<file path="config.mk">
export PLATFORM = sky130hd
export DESIGN_NAME = motor_feedback_unwrap_filter_unit
export DESIGN_NICKNAME = d
export VERILOG_FILES = /design/src/hw/rtl/mfuf_pkg.sv /design/src/hw/rtl/motor_feedback_unwrap_filter_unit.sv /design/src/hw/rtl/mfuf_divider.sv
export SDC_FILE = /design/constraint.sdc
export NUM_CORES = 2
export LEC_CHECK = 0
export BUFFER_PORTS_ARGS = -buffer_cell sky130_fd_sc_hd__buf_4
export CAP_MARGIN = 20
export CORE_MARGIN = 3
export CORE_UTILIZATION = 50
export CTS_CLUSTER_DIAMETER = 60
export DETAILED_ROUTE_END_ITERATION = 8
export HOLD_SLACK_MARGIN = 0.1
export PLACE_DENSITY = 0.71
export SLEW_MARGIN = 20
export SYNTH_ARGS = -nofsm -noshare
export SYNTH_HDL_FRONTEND = slang
export SYNTH_SLANG_ARGS = --single-unit
</file>
<file path="constraint.sdc">
create_clock -name aclk -period 10.8 [get_ports aclk]
set_input_delay 0.54 -clock aclk [delete_from_list [all_inputs] [get_ports aclk]]
set_output_delay 0.54 -clock aclk [all_outputs]
set_load 0.02 [all_outputs]
</file>
<file path="src/hw/rtl/mfuf_pkg.sv">
`timescale 1ns / 1ps
// ----------------------------------------------------------------------------
// Motor feedback package
// Shared constants and types for the unwrap and filter block.
// ----------------------------------------------------------------------------
package mfuf_pkg;

    localparam int EncoderCountsDefault = 8192;
    localparam int MotorCountDefault    = 4;

    localparam logic [10:0] ID_BASE        = 11'h201;
    localparam int          JumpLimit      = 4000;
    localparam int          UnwrapMargin   = 10;
    localparam int          SpeedDeadband  = 5;
    localparam logic [31:0] VARIANCE_RESET = 32'd25600;

    localparam logic [1:0] REG_DECIMATION = 2'd0;
    localparam logic [1:0] REG_PROCESS    = 2'd1;
    localparam logic [1:0] REG_MEASURE    = 2'd2;

    typedef struct packed {
        logic        start;
        logic [33:0] vp;
        logic [34:0] den;
    } div_req_t;

    typedef struct packed {
        logic        done;
        logic [16:0] quot;
    } div_rsp_t;

endpackage

</file>
<file path="src/hw/rtl/motor_feedback_unwrap_filter_unit.sv">
`timescale 1ns / 1ps
// ----------------------------------------------------------------------------
// Motor feedback unwrap and filter unit
// Per-motor speed filtering and encoder delta unwrapping for CAN feedback.
// ----------------------------------------------------------------------------
// A motor frame runs through the filter steps, each of which waits on the
// bit-serial gain divider that both filter steps share: the speed step and,
// on an angle update frame, the delta step after it. Frames for other
// identifiers are taken and give no result. A result waits in an output
// register while the next frame is already being worked on; the block takes
// no new frame while it works on one, and holds a finished result back until
// the previous one has been taken.
module motor_feedback_unwrap_filter_unit
    import mfuf_pkg::*;
#(
    parameter int ENCODER_COUNTS = EncoderCountsDefault,
    parameter int MOTOR_COUNT    = MotorCountDefault
) (
    input  logic        aclk,
    input  logic        aresetn,
    input  logic        s_tvalid,
    output logic        s_tready,
    // frame_id[10:0], angle_word[23:11], speed_word[39:24]
    input  logic [39:0] s_tdata,
    output logic        m_tvalid,
    input  logic        m_tready,
    // motor_index[1:0], speed_filtered[17:2], delta_filtered[33:18]
    output logic [39:0] m_tdata,
    // angle_updated
    output logic        m_tuser,
    input  logic        psel,
    input  logic        penable,
    input  logic        pwrite,
    input  logic [3:0]  paddr,
    input  logic [31:0] pwdata,
    output logic [31:0] prdata,
    output logic        pready
);

    localparam int MW = (MOTOR_COUNT > 1) ? $clog2(MOTOR_COUNT) : 1;
    localparam int SW = $clog2(2 * MOTOR_COUNT);

    typedef enum logic [9:0] {
        ST_IDLE  = 10'b0000000001,
        ST_PRED  = 10'b0000000010,
        ST_DIV   = 10'b0000000100,
        ST_MUL   = 10'b0000001000,
        ST_EST   = 10'b0000010000,
        ST_VAR   = 10'b0000100000,
        ST_POST  = 10'b0001000000,
        ST_UNWRP = 10'b0010000000,
        ST_JUMP  = 10'b0100000000,
        ST_OUT   = 10'b1000000000
    } state_t;

    state_t state_reg, state_next;

    logic [7:0]  decim_reg;
    logic [15:0] pnoise_reg, mnoise_reg;

    logic [7:0]         cnt_reg     [MOTOR_COUNT];
    logic [12:0]        prev_reg    [MOTOR_COUNT];
    logic signed [15:0] good_reg    [MOTOR_COUNT];
    logic signed [31:0] est_reg     [2*MOTOR_COUNT];
    logic [31:0]        var_reg     [2*MOTOR_COUNT];

    logic [MW-1:0]      m_reg;
    logic [12:0]        angle_reg;
    logic signed [16:0] x_reg;
    logic               upd_reg, phase_reg;
    logic [SW-1:0]      slot_reg;
    logic [33:0]        vp_reg;
    logic [16:0]        k_reg;
    logic signed [41:0] diff_reg;
    logic signed [59:0] prod_reg;
    logic signed [15:0] fs_reg, fd_reg;
    logic signed [17:0] d_reg;

    logic        out_valid_reg;
    logic [1:0]  out_m_reg;
    logic [15:0] out_fs_reg, out_fd_reg;
    logic        out_upd_reg;

    div_req_t dreq;
    div_rsp_t drsp;

    mfuf_divider u_div (.aclk(aclk), .aresetn(aresetn), .req(dreq), .rsp(drsp));

    logic [10:0] in_id;
    logic        in_hit;
    logic [10:0] in_off;
    assign in_id  = s_tdata[10:0];
    assign in_off = in_id - ID_BASE;
    assign in_hit = (in_id >= ID_BASE) && (in_off < 11'(MOTOR_COUNT));

    assign s_tready = (state_reg == ST_IDLE);
    assign pready   = 1'b1;

    logic cfg_wr;
    assign cfg_wr = psel && penable && pwrite;

    always_comb begin
        case (paddr[3:2])
            REG_DECIMATION: prdata = {24'd0, decim_reg};
            REG_PROCESS:    prdata = {16'd0, pnoise_reg};
            REG_MEASURE:    prdata = {16'd0, mnoise_reg};
            default:        prdata = '0;
        endcase
    end

    logic [16:0] k_sat;
    assign k_sat = drsp.quot[16] ? 17'd65535 : drsp.quot;

    logic signed [43:0] est_sum;
    logic signed [31:0] est_sat;
    logic signed [59:0] prod_floor;
    assign prod_floor = prod_reg >>> 16;
    assign est_sum = 44'(est_reg[slot_reg]) + 44'(prod_floor);
    assign est_sat = (est_sum > 44'sd2147483647) ? 32'sh7fffffff :
                     (est_sum < -44'sd2147483648) ? 32'sh80000000 : est_sum[31:0];

    logic [50:0] var_prod;
    logic [34:0] var_q;
    assign var_prod = (51'd65536 - 51'(k_reg)) * 51'(vp_reg);
    assign var_q = var_prod[50:16];

    logic signed [31:0] est_q;
    logic signed [23:0] est_div;
    logic signed [15:0] est_out;
    assign est_q = est_reg[slot_reg];
    assign est_div = 24'((est_q + ((est_q < 0) ? 32'sd255 : 32'sd0)) >>> 8);
    assign est_out = (est_div > 24'sd32767) ? 16'sh7fff :
                     (est_div < -24'sd32768) ? 16'sh8000 : est_div[15:0];

    logic signed [17:0] d_unw, d_jmp, jump;
    logic signed [15:0] fs_db, d_sat;
    logic               jmp_hi, jmp_lo;
    assign fs_db = (fs_reg < 16'(SpeedDeadband) && fs_reg > -16'(SpeedDeadband)) ? 16'sd0
                   : fs_reg;
    always_comb begin
        d_unw = d_reg;
        if (fs_db >= 0 && d_reg < -18'(UnwrapMargin))
            d_unw = d_reg + 18'(ENCODER_COUNTS);
        else if (fs_db < 0 && d_reg > 18'(UnwrapMargin))
            d_unw = d_reg - 18'(ENCODER_COUNTS);
    end
    assign jump   = d_reg - 18'(good_reg[m_reg]);
    assign jmp_hi = jump > 18'(JumpLimit);
    assign jmp_lo = jump < -18'(JumpLimit);
    assign d_jmp  = jmp_hi ? d_reg - 18'(ENCODER_COUNTS) :
                    jmp_lo ? d_reg + 18'(ENCODER_COUNTS) : d_reg;
    assign d_sat  = (d_jmp > 18'sd32767) ? 16'sh7fff :
                    (d_jmp < -18'sd32768) ? 16'sh8000 : d_jmp[15:0];

    always_comb begin
        state_next = state_reg;
        dreq.start = 1'b0;
        dreq.vp    = vp_reg;
        dreq.den   = 35'(vp_reg) + {11'd0, mnoise_reg, 8'd0};
        case (state_reg)
            ST_IDLE:  if (s_tvalid && in_hit) state_next = ST_PRED;
            ST_PRED:  state_next = ST_DIV;
            ST_DIV:   begin
                dreq.start = 1'b1;
                state_next = ST_MUL;
            end
            ST_MUL:   if (drsp.done) state_next = ST_EST;
            ST_EST:   state_next = ST_VAR;
            ST_VAR:   state_next = ST_POST;
            ST_POST:  state_next = (!phase_reg && upd_reg) ? ST_UNWRP : ST_OUT;
            ST_UNWRP: state_next = ST_JUMP;
            ST_JUMP:  state_next = ST_PRED;
            ST_OUT:   if (!out_valid_reg) state_next = ST_IDLE;
            default:  state_next = ST_IDLE;
        endcase
    end

    always_ff @(posedge aclk) begin
        if (!aresetn) begin
            state_reg     <= ST_IDLE;
            out_valid_reg <= 1'b0;
            decim_reg     <= 8'd1;
            pnoise_reg    <= 16'd600;
            mnoise_reg    <= 16'd5000;
            for (int i = 0; i < MOTOR_COUNT; i++) begin
                cnt_reg[i]  <= '0;
                prev_reg[i] <= '0;
                good_reg[i] <= '0;
            end
            for (int i = 0; i < 2 * MOTOR_COUNT; i++) begin
                est_reg[i] <= '0;
                var_reg[i] <= VARIANCE_RESET;
            end
        end else begin
            state_reg <= state_next;
            if (cfg_wr) begin
                case (paddr[3:2])
                    REG_DECIMATION: decim_reg  <= pwdata[7:0];
                    REG_PROCESS:    pnoise_reg <= pwdata[15:0];
                    REG_MEASURE:    mnoise_reg <= pwdata[15:0];
                    default:        ;
                endcase
            end
            if (m_tvalid && m_tready) out_valid_reg <= 1'b0;
            case (state_reg)
                ST_IDLE: if (s_tvalid && in_hit) begin
                    m_reg     <= MW'(in_off);
                    angle_reg <= s_tdata[23:11];
                    x_reg     <= 17'(signed'(s_tdata[39:24]));
                    slot_reg  <= SW'(in_off) + SW'(MOTOR_COUNT);
                    phase_reg <= 1'b0;
                    fd_reg    <= '0;
                    upd_reg   <= (8'(cnt_reg[MW'(in_off)] + 8'd1) == decim_reg);
                    cnt_reg[MW'(in_off)] <=
                        (8'(cnt_reg[MW'(in_off)] + 8'd1) == decim_reg) ? 8'd0
                        : 8'(cnt_reg[MW'(in_off)] + 8'd1);
                end
                ST_PRED: vp_reg <= 34'(var_reg[slot_reg]) + {10'd0, pnoise_reg, 8'd0};
                ST_DIV:  diff_reg <= 42'(x_reg) * 42'sd256 - 42'(est_reg[slot_reg]);
                ST_MUL:  if (drsp.done) begin
                    k_reg    <= k_sat;
                    prod_reg <= 60'(signed'({1'b0, k_sat})) * 60'(diff_reg);
                end
                ST_EST: est_reg[slot_reg] <= est_sat;
                ST_VAR: var_reg[slot_reg] <= (var_q > 35'hffffffff) ? 32'hffffffff
                                             : var_q[31:0];
                ST_POST: begin
                    if (!phase_reg) begin
                        fs_reg <= est_out;
                        d_reg  <= 18'(angle_reg) - 18'(prev_reg[m_reg]);
                        if (upd_reg) prev_reg[m_reg] <= angle_reg;
                    end else begin
                        fd_reg <= est_out;
                    end
                end
                ST_UNWRP: begin
                    fs_reg <= fs_db;
                    d_reg  <= d_unw;
                end
                ST_JUMP: begin
                    if (!jmp_hi && !jmp_lo) good_reg[m_reg] <= d_sat;
                    x_reg     <= 17'(d_sat);
                    slot_reg  <= SW'(m_reg);
                    phase_reg <= 1'b1;
                end
                ST_OUT: if (!out_valid_reg) begin
                    out_valid_reg <= 1'b1;
                    out_m_reg     <= 2'(m_reg);
                    out_fs_reg    <= fs_reg;
                    out_fd_reg    <= fd_reg;
                    out_upd_reg   <= upd_reg;
                end
                default: ;
            endcase
        end
    end

    assign m_tvalid = out_valid_reg;
    assign m_tdata  = {6'd0, out_fd_reg, out_fs_reg, out_m_reg};
    assign m_tuser  = out_upd_reg;

endmodule

</file>
<file path="src/hw/rtl/mfuf_divider.sv">
`timescale 1ns / 1ps
// ----------------------------------------------------------------------------
// Gain divider
// Restoring divider, one quotient bit per cycle, for vp*65536 / den.
// ----------------------------------------------------------------------------
module mfuf_divider
    import mfuf_pkg::*;
(
    input  logic     aclk,
    input  logic     aresetn,
    input  div_req_t req,
    output div_rsp_t rsp
);

    logic [35:0] rem_reg, rem_next;
    logic [16:0] quot_reg, quot_next;
    logic [34:0] den_reg, den_next;
    logic [4:0]  cnt_reg, cnt_next;
    logic        busy_reg, busy_next;
    logic        done_reg, done_next;
    logic [35:0] shifted;

    assign shifted = {rem_reg[34:0], 1'b0};

    always_comb begin
        rem_next  = rem_reg;
        quot_next = quot_reg;
        den_next  = den_reg;
        cnt_next  = cnt_reg;
        busy_next = busy_reg;
        done_next = 1'b0;
        if (req.start) begin
            // With vp < den, vp is already the remainder of the upper part.
            rem_next  = {2'b0, req.vp};
            den_next  = req.den;
            quot_next = '0;
            cnt_next  = 5'd16;
            busy_next = 1'b1;
        end else if (busy_reg) begin
            if (shifted >= {1'b0, den_reg}) begin
                rem_next  = shifted - {1'b0, den_reg};
                quot_next = {quot_reg[15:0], 1'b1};
            end else begin
                rem_next  = shifted;
                quot_next = {quot_reg[15:0], 1'b0};
            end
            cnt_next = cnt_reg - 5'd1;
            if (cnt_reg == 5'd1) begin
                busy_next = 1'b0;
                done_next = 1'b1;
            end
        end
    end

    always_ff @(posedge aclk) begin
        if (!aresetn) begin
            busy_reg <= 1'b0;
            done_reg <= 1'b0;
            cnt_reg  <= '0;
        end else begin
            busy_reg <= busy_next;
            done_reg <= done_next;
            cnt_reg  <= cnt_next;
        end
        rem_reg  <= rem_next;
        quot_reg <= quot_next;
        den_reg  <= den_next;
    end

    assign rsp.done = done_reg;
    assign rsp.quot = quot_reg;

endmodule

</file>
After elaboration in Yosys (flattened, before gate mapping)
Memories as Yosys holds them, arrays and structs flattened. A register that Yosys moved wholly into a read port is not among the register bits.
Index checks and enable logic that the tools add are counted.
W data, S select, Z words.
- bits in registers: 411
- RAM bits: 660
- input bits: 83
- output and inout bits: 76
- logic and storage cells: 219
- memories: 5
- add/sub/neg operators: 15
- $mul: 2
- $lt $le $gt $ge: 19
- equal/unequal tests: 20
- muxes and demuxes: 87
- bitwise operators: 3
- reduce and logical (&&, ||, !) cells: 38
- memories (memory ; words ; width ; read ports ; clocked after memory_dff ; write ports ; line ; source):
    est_reg ; 8 ; 32 ; 1 ; 1 ; 8 ; motor_feedback_unwrap_filter_unit.sv:64 ; logic signed [31:0] est_reg [2*MOTOR_COUNT];
    var_reg ; 8 ; 32 ; 1 ; 1 ; 8 ; motor_feedback_unwrap_filter_unit.sv:65 ; logic [31:0] var_reg [2*MOTOR_COUNT];
    good_reg ; 4 ; 16 ; 1 ; 1 ; 4 ; motor_feedback_unwrap_filter_unit.sv:63 ; logic signed [15:0] good_reg [MOTOR_COUNT];
    prev_reg ; 4 ; 13 ; 1 ; 1 ; 4 ; motor_feedback_unwrap_filter_unit.sv:62 ; logic [12:0] prev_reg [MOTOR_COUNT];
    cnt_reg ; 4 ; 8 ; 1 ; 0 ; 4 ; motor_feedback_unwrap_filter_unit.sv:61 ; logic [7:0] cnt_reg [MOTOR_COUNT];
- operator list (kind ; count):
    $mux W16 ; 10
    $mux W32 ; 5
    $pmux W10 S10 ; 1
    $mux W18 ; 5
    $mux W34 ; 2
    $pmux W16 S2 ; 2
    $reduce_or A32 Y1 ; 2
    $mul A18 B35 Y51 ; 1
    $mul A17 B33 Y50 ; 1
    $pmux W16 S3 ; 1
    $add A32 B44 Y44 ; 1
    $gt A44 B32 Y1 const B ; 1
    $lt A44 B32 Y1 const B ; 1
    $mux W10 ; 4
    $ge A36 B35 Y1 ; 1
    $pmux W18 S2 ; 1
    $add A34 B24 Y35 ; 1
    $gt A35 B32 Y1 const B ; 1
    $mux W1 ; 35
    $mux W35 ; 1
    $sub A35 B35 Y35 ; 1
    $pmux W17 S2 ; 1
    $add A32 B24 Y33 ; 1
    $sub A25 B32 Y33 ; 1
    63 further kinds ; 103

Longest topological paths before layout
- depth in word-level cells: 10
- gate-level depth with buffers: 34
- mapped depth without buffers: 31

By module
From an unflattened synthesis, not the netlist that was laid out.
- cells, all modules: 8363
- area, all modules: 88067.0 µm²
- modules (own cells, without submodules) (module ; instances ; cells each ; area an instance (µm²) ; seq. area each (µm²)):
    motor_feedback_unwrap_filter_unit ; 1 ; 7754 ; 82136.3 ; 28056.9
    mfuf_divider ; 1 ; 609 ; 5930.7 ; 2572.5

Worst setup path after synthesis
OpenSTA, ideal clock, no wires.
- path type: reg-to-reg
- start: register k_reg[2]
- end: memory var_reg[0][13] (data pin)
- arrival: 8270 ps
- data required time: 10533 ps
- setup slack: 2263 ps
- cell stages (with the launch flop): 32
- buffers on the path: 2
- clock period less this slack: 8537 ps
- cell sequence: edfxtp_1 -> nor3_1 -> nand2b_1 -> nor3_1 -> nand3_1 -> nor3_1 -> xnor2_1 -> clkbuf_1 -> nand2_1 -> fa_1 -> inv_1 -> fa_1 -> fa_1 -> fa_1 -> fa_1 -> inv_1 -> fa_1 -> inv_1 -> ha_1 -> a21o_1 -> a21o_1 -> a221oi_1 -> o31ai_1 -> or3b_2 -> a31oi_1 -> o31ai_1 -> a211oi_1 -> a31oi_1 -> mux2i_1 -> clkbuf_1 -> nor2_1 -> nand2_1
- RTL lines (what ; line ; source):
    start: declaration ; motor_feedback_unwrap_filter_unit.sv:73 ; logic [16:0] k_reg;
    start signal: assignment ; motor_feedback_unwrap_filter_unit.sv:221 ; k_reg <= k_sat;
    end: declaration ; motor_feedback_unwrap_filter_unit.sv:65 ;

==> summary.md <==
| Metric | Value |
|---|---|
| Outcome | complete, no violations |
| Inserted Clock Buffers | 109 |
| Final hold vios | 0 |
| Worst R2R Path Depth | 32 |
| CP most frequent cell | fa_1 |
| CTS tree | done |
| Multi-input gate area | 0.05152 mm² |
| DR WL/cell | between 20 and 25 µm |
| Routability congestion estimate | around 0.94 |
| Clock power frac | 0.424 |
| CP required | about 11 ns |
| Worst-Margin Slew | ~1.1 ns |
| IO buf count | roughly 120 |
| Initial antenna violation count | 3 |
| Buffers & Inverters on Critical Path | 6 |
| Hold WS | between 0.15 and 0.2 ns |
| Min-delay src | m_tready |
| Pre-CTS setup slack | 0.5103 ns |
| Post-synthesis cell type with the largest combined area | edfxtp_1 |
| Worst min-delay path class | primary input to flip-flop |
| Final Cycle Share | 0.9364 |
| Worst r2r src | k_reg[2]$_DFFE_PP_ |
| Placed cell areas | between 0.09 and 0.1 mm² |
| CP max FO | 14 |
| Fin Setup TNS | 0 ns |
| Mapped Cells | 8439 |
| Die X-Extent | 427.1 µm |
| Slew Viols, Final | 0 |
| Mapped Area | just under 0.09 mm² |
| Ys flop type | edfxtp_1 |
| Die height | 427.1 µm |
| Sw power | 2.085 mW |
| Clk sinks | 1046 |
| Clock tree buffer depth | 3 |
| Final HPWL DP | between 150 and 200 mm |
| Core area | 0.1750 mm² |
| Layout cells sized above 1 | 0.08164 |
| Crit. path cell count | 32 |
| Critical path launch point type | flip-flop |
| Non-filler cells, final | 10800 |
| Synth warn | 0 |
| Fmax | about 99 MHz |
| WL final | about 240 mm |
| Slew headroom | 0.2488 |
| Clk_lat worst skew | about 0.76 ns |
| Vias in the first global route | ~65000 |
| Vias | 62750 |
| Worst Setup End Kind | flip-flop |
| Worst r2r dst | var_reg[5][9]$_SDFFCE_PN0P_ |
| Seq/Total Area, Yosys | 0.3451 |
| Reg-to-reg setup timing slack | between 0.6 and 0.7 ns |
| First-pass GRT wire length | ~370 mm |
| Grt ovf | 0 |
| Worst Path Arrival | 10.60 ns |
| Logic pwr share | 0.063 |
| Critical-path top delay cell | fa_1 |
| Die Area | roughly 0.18 mm² |
| Initial Utilization | 0.5067 |
| Nets | 9870 |
| Crit Path Category | flip-flop to flip-flop |
| Critical Path Max Stage Delay | roughly 0.56 ns |
| Root buffer cell | clkbuf_16 |
| Synth top area share | 0.3268 |
| Seq pwr share | 0.513 |
| Area Overhead vs Synth | 8.024% |
| Post-synth EDFFs | just under 1000 |
| Final setup fails | 0 |
| Clock transition at path regs | about 0.06 ns |
| Clock skew | 0.06119 ns |
| Ports | roughly 160 |
| Fillers | around 15000 |
| # rows | 153 |
| Internal Pwr Total | ~6.8 mW |
| Max Cap Viol | 0 |
| VDD IR max | approximately 0.15 mV |
| RSZ-0062 raised after global routing | no |
| DRC viols | 0 |
| Final worst slack | around 0.69 ns |
| Power per cell area | roughly 93 mW/mm² |
| DR iter-0 viols | about 6200 |
| Router iterations before antenna repair | 6 |
| Hold Crit Endpoint | m_tvalid$_SDFF_PN0_ |
| Async set or reset register ratio after synthesis | 0 |
| Worst hold path stage count | 3 |
| Syn_area_per_cell | around 11 µm² |
| Post-synthesis cell type count | 97 |
| Htree depth | 3 |
| Register Area | between 0.03 and 0.04 mm² |
| Minimum clock period | 10.11 ns |
| GRT Total Usage | 0.2627 |
| Synth area leaders | edfxtp_1 33%, fa_1 22%, ha_1 6.2%, inv_1 5.5%, nand2_1 4.6% |
| Largest net degree at the start of global routing | ~110 |
| FF+latch count, synth | ~1000 |
| Via density | between 5 and 6 |
| Post-route cell area | about 0.096 mm² |
| Family with the most delay on the worst path | adder cells |
| Sw Share | 0.2342 |
| Lkg Pwr | 40.70 nW |
| Routed Antenna Nets | 0 |
| Cells after DPL | about 11000 |
==> cell type report <==
type                    instances  share of cell area
clock buffers                 143             0.03108
clock inverters                65            0.006689
diodes                          1          0.00002613
inverters                    1297             0.05083
flip-flops and latches       1046              0.3196
well taps                    2325             0.03037
repair buffers                286             0.02344
multi-input cells            5639              0.5380
==> placed cells by master, fill, tap and decap left out, drive strengths merged, types with 14 or more instances in the layout <==
master	n
a31oi	23
mux2i	84
inv	1307
a22o	25
and3	48
clkinv	45
o21bai	30
mux4	164
nor4	24
buf	256
or3	17
xor2	78
ha	437
nand2b	42
dfxtp	81
xnor2	192
clkbuf	144
a21o	101
nor3b	14
o31ai	237
o21a	78
nand4	36
and2	454
fa	971
nor2b	30
nand3	78
a21oi	254
o211ai	22
or2	25
nor3	84
a21boi	22
conb	23
nor2	590
a211oi	46
dlygate4sd3	29
o21ai	172
nand2	1091
edfxtp	965
==> worst max-delay path by stage <==
stage	slack (ns)	startpoint	endpoint
2_1_floorplan	2.26	k_reg[2]$_DFFE_PP_	var_reg[0][13]$_SDFFCE_PN1P_
3_3_place_gp	0.70	k_reg[2]$_DFFE_PP_	var_reg[1][11]$_SDFFCE_PN0P_
3_5_place_dp	0.51	k_reg[2]$_DFFE_PP_	var_reg[5][9]$_SDFFCE_PN0P_
4_1_cts	0.52	k_reg[2]$_DFFE_PP_	var_reg[5][9]$_SDFFCE_PN0P_
5_1_grt	0.04	k_reg[2]$_DFFE_PP_	var_reg[5][9]$_SDFFCE_PN0P_
6_report	0.69	k_reg[2]$_DFFE_PP_	var_reg[5][9]$_SDFFCE_PN0P_
==> through the flow <==
step,power (mW),utilization
after CTS,8.948,0.5470
after global routing,9.166,0.5474
final,8.903,0.5474
after global placement,5.175,0.5246
after detailed placement,5.196,0.5247
after floorplan,5.014,-
==> power by group through the flow <==
stage          sequential [mW]  combinational (mW)  clock, mW
2_1_floorplan             4.64               0.376          0
3_3_place_gp              4.64               0.532          0
3_5_place_dp              4.65               0.542          0
4_1_cts                   4.57               0.554       3.83
5_1_grt                   4.58               0.604       3.98
6_report                  4.57               0.564       3.77
==> worst reg2reg max path, delay by kind of cell, from the launching register on <==
family / cells / cell delay (ns)
multiplexers: 1 / 0.24
buffers and inverters: 6 / 0.83
adder cells (fa/ha/maj): 7 / 3.51
AO/OA/AOI/OAI: 6 / 1.75
flip-flops: 1 / 0.46
AND/OR/NAND/NOR: 11 / 2.76
XOR/XNOR: 1 / 0.33
==> cell usage after synthesis (all sizes together), types with 14 or more instances <==
| master | n |
|---|---|
| nor4 | 24 |
| and2 | 454 |
| a22o | 25 |
| o211ai | 22 |
| fa | 971 |
| mux2i | 84 |
| or2 | 25 |
| o21bai | 30 |
| mux4 | 164 |
| clkbuf | 385 |
| a31oi | 23 |
| or3 | 17 |
| nand3 | 78 |
| nor2 | 590 |
| inv | 1296 |
| xor2 | 78 |
| and3 | 48 |
| nor3 | 84 |
| a211oi | 46 |
| o21a | 78 |
| nand2b | 42 |
| a21oi | 254 |
| a21boi | 22 |
| a21o | 101 |
| dfxtp | 81 |
| o31ai | 237 |
| nand2 | 1091 |
| o21ai | 172 |
| xnor2 | 192 |
| nor3b | 14 |
| ha | 437 |
| edfxtp | 965 |
| nand4 | 36 |
| buf | 93 |
| nor2b | 30 |
==> layer usage <==
metal  wire length, µm  part of all wire  up-vias  global-route usage
li1                  -                 -    27690                   -
met1             93010              0.40    31470              0.3591
met2            107300              0.46     3081              0.4102
met3             24310              0.10      506             0.05424
met4             10620             0.045        2              0.1086
met5                15          0.000064        -                   0
==> logic make-up (layout without fill, tap and decap cells) <==
family          after synthesis  in the layout  share of synthesized area
other cells                   2             24                 0.00008470
flops                      1046           1046                     0.3451
compound gates             1106           1106                    0.08388
mux                         258            258                    0.05241
simple gates               2574           2574                     0.1334
buf+inv                    1775           1791                    0.07717
fa+ha+maj                  1408           1408                     0.2809
xor+xnor                    270            270                    0.02697
==> timing repair <==
item / 4_1_cts / 5_1_grt
endpoints found under the hold margin: 53 / 0
hold buffers: 29 / 0
buffers inserted: 0 / 3
setup endpoints to repair: 0 / 256
gates resized for setup: 0 / 1
Power figures use the tool's default switching activity.
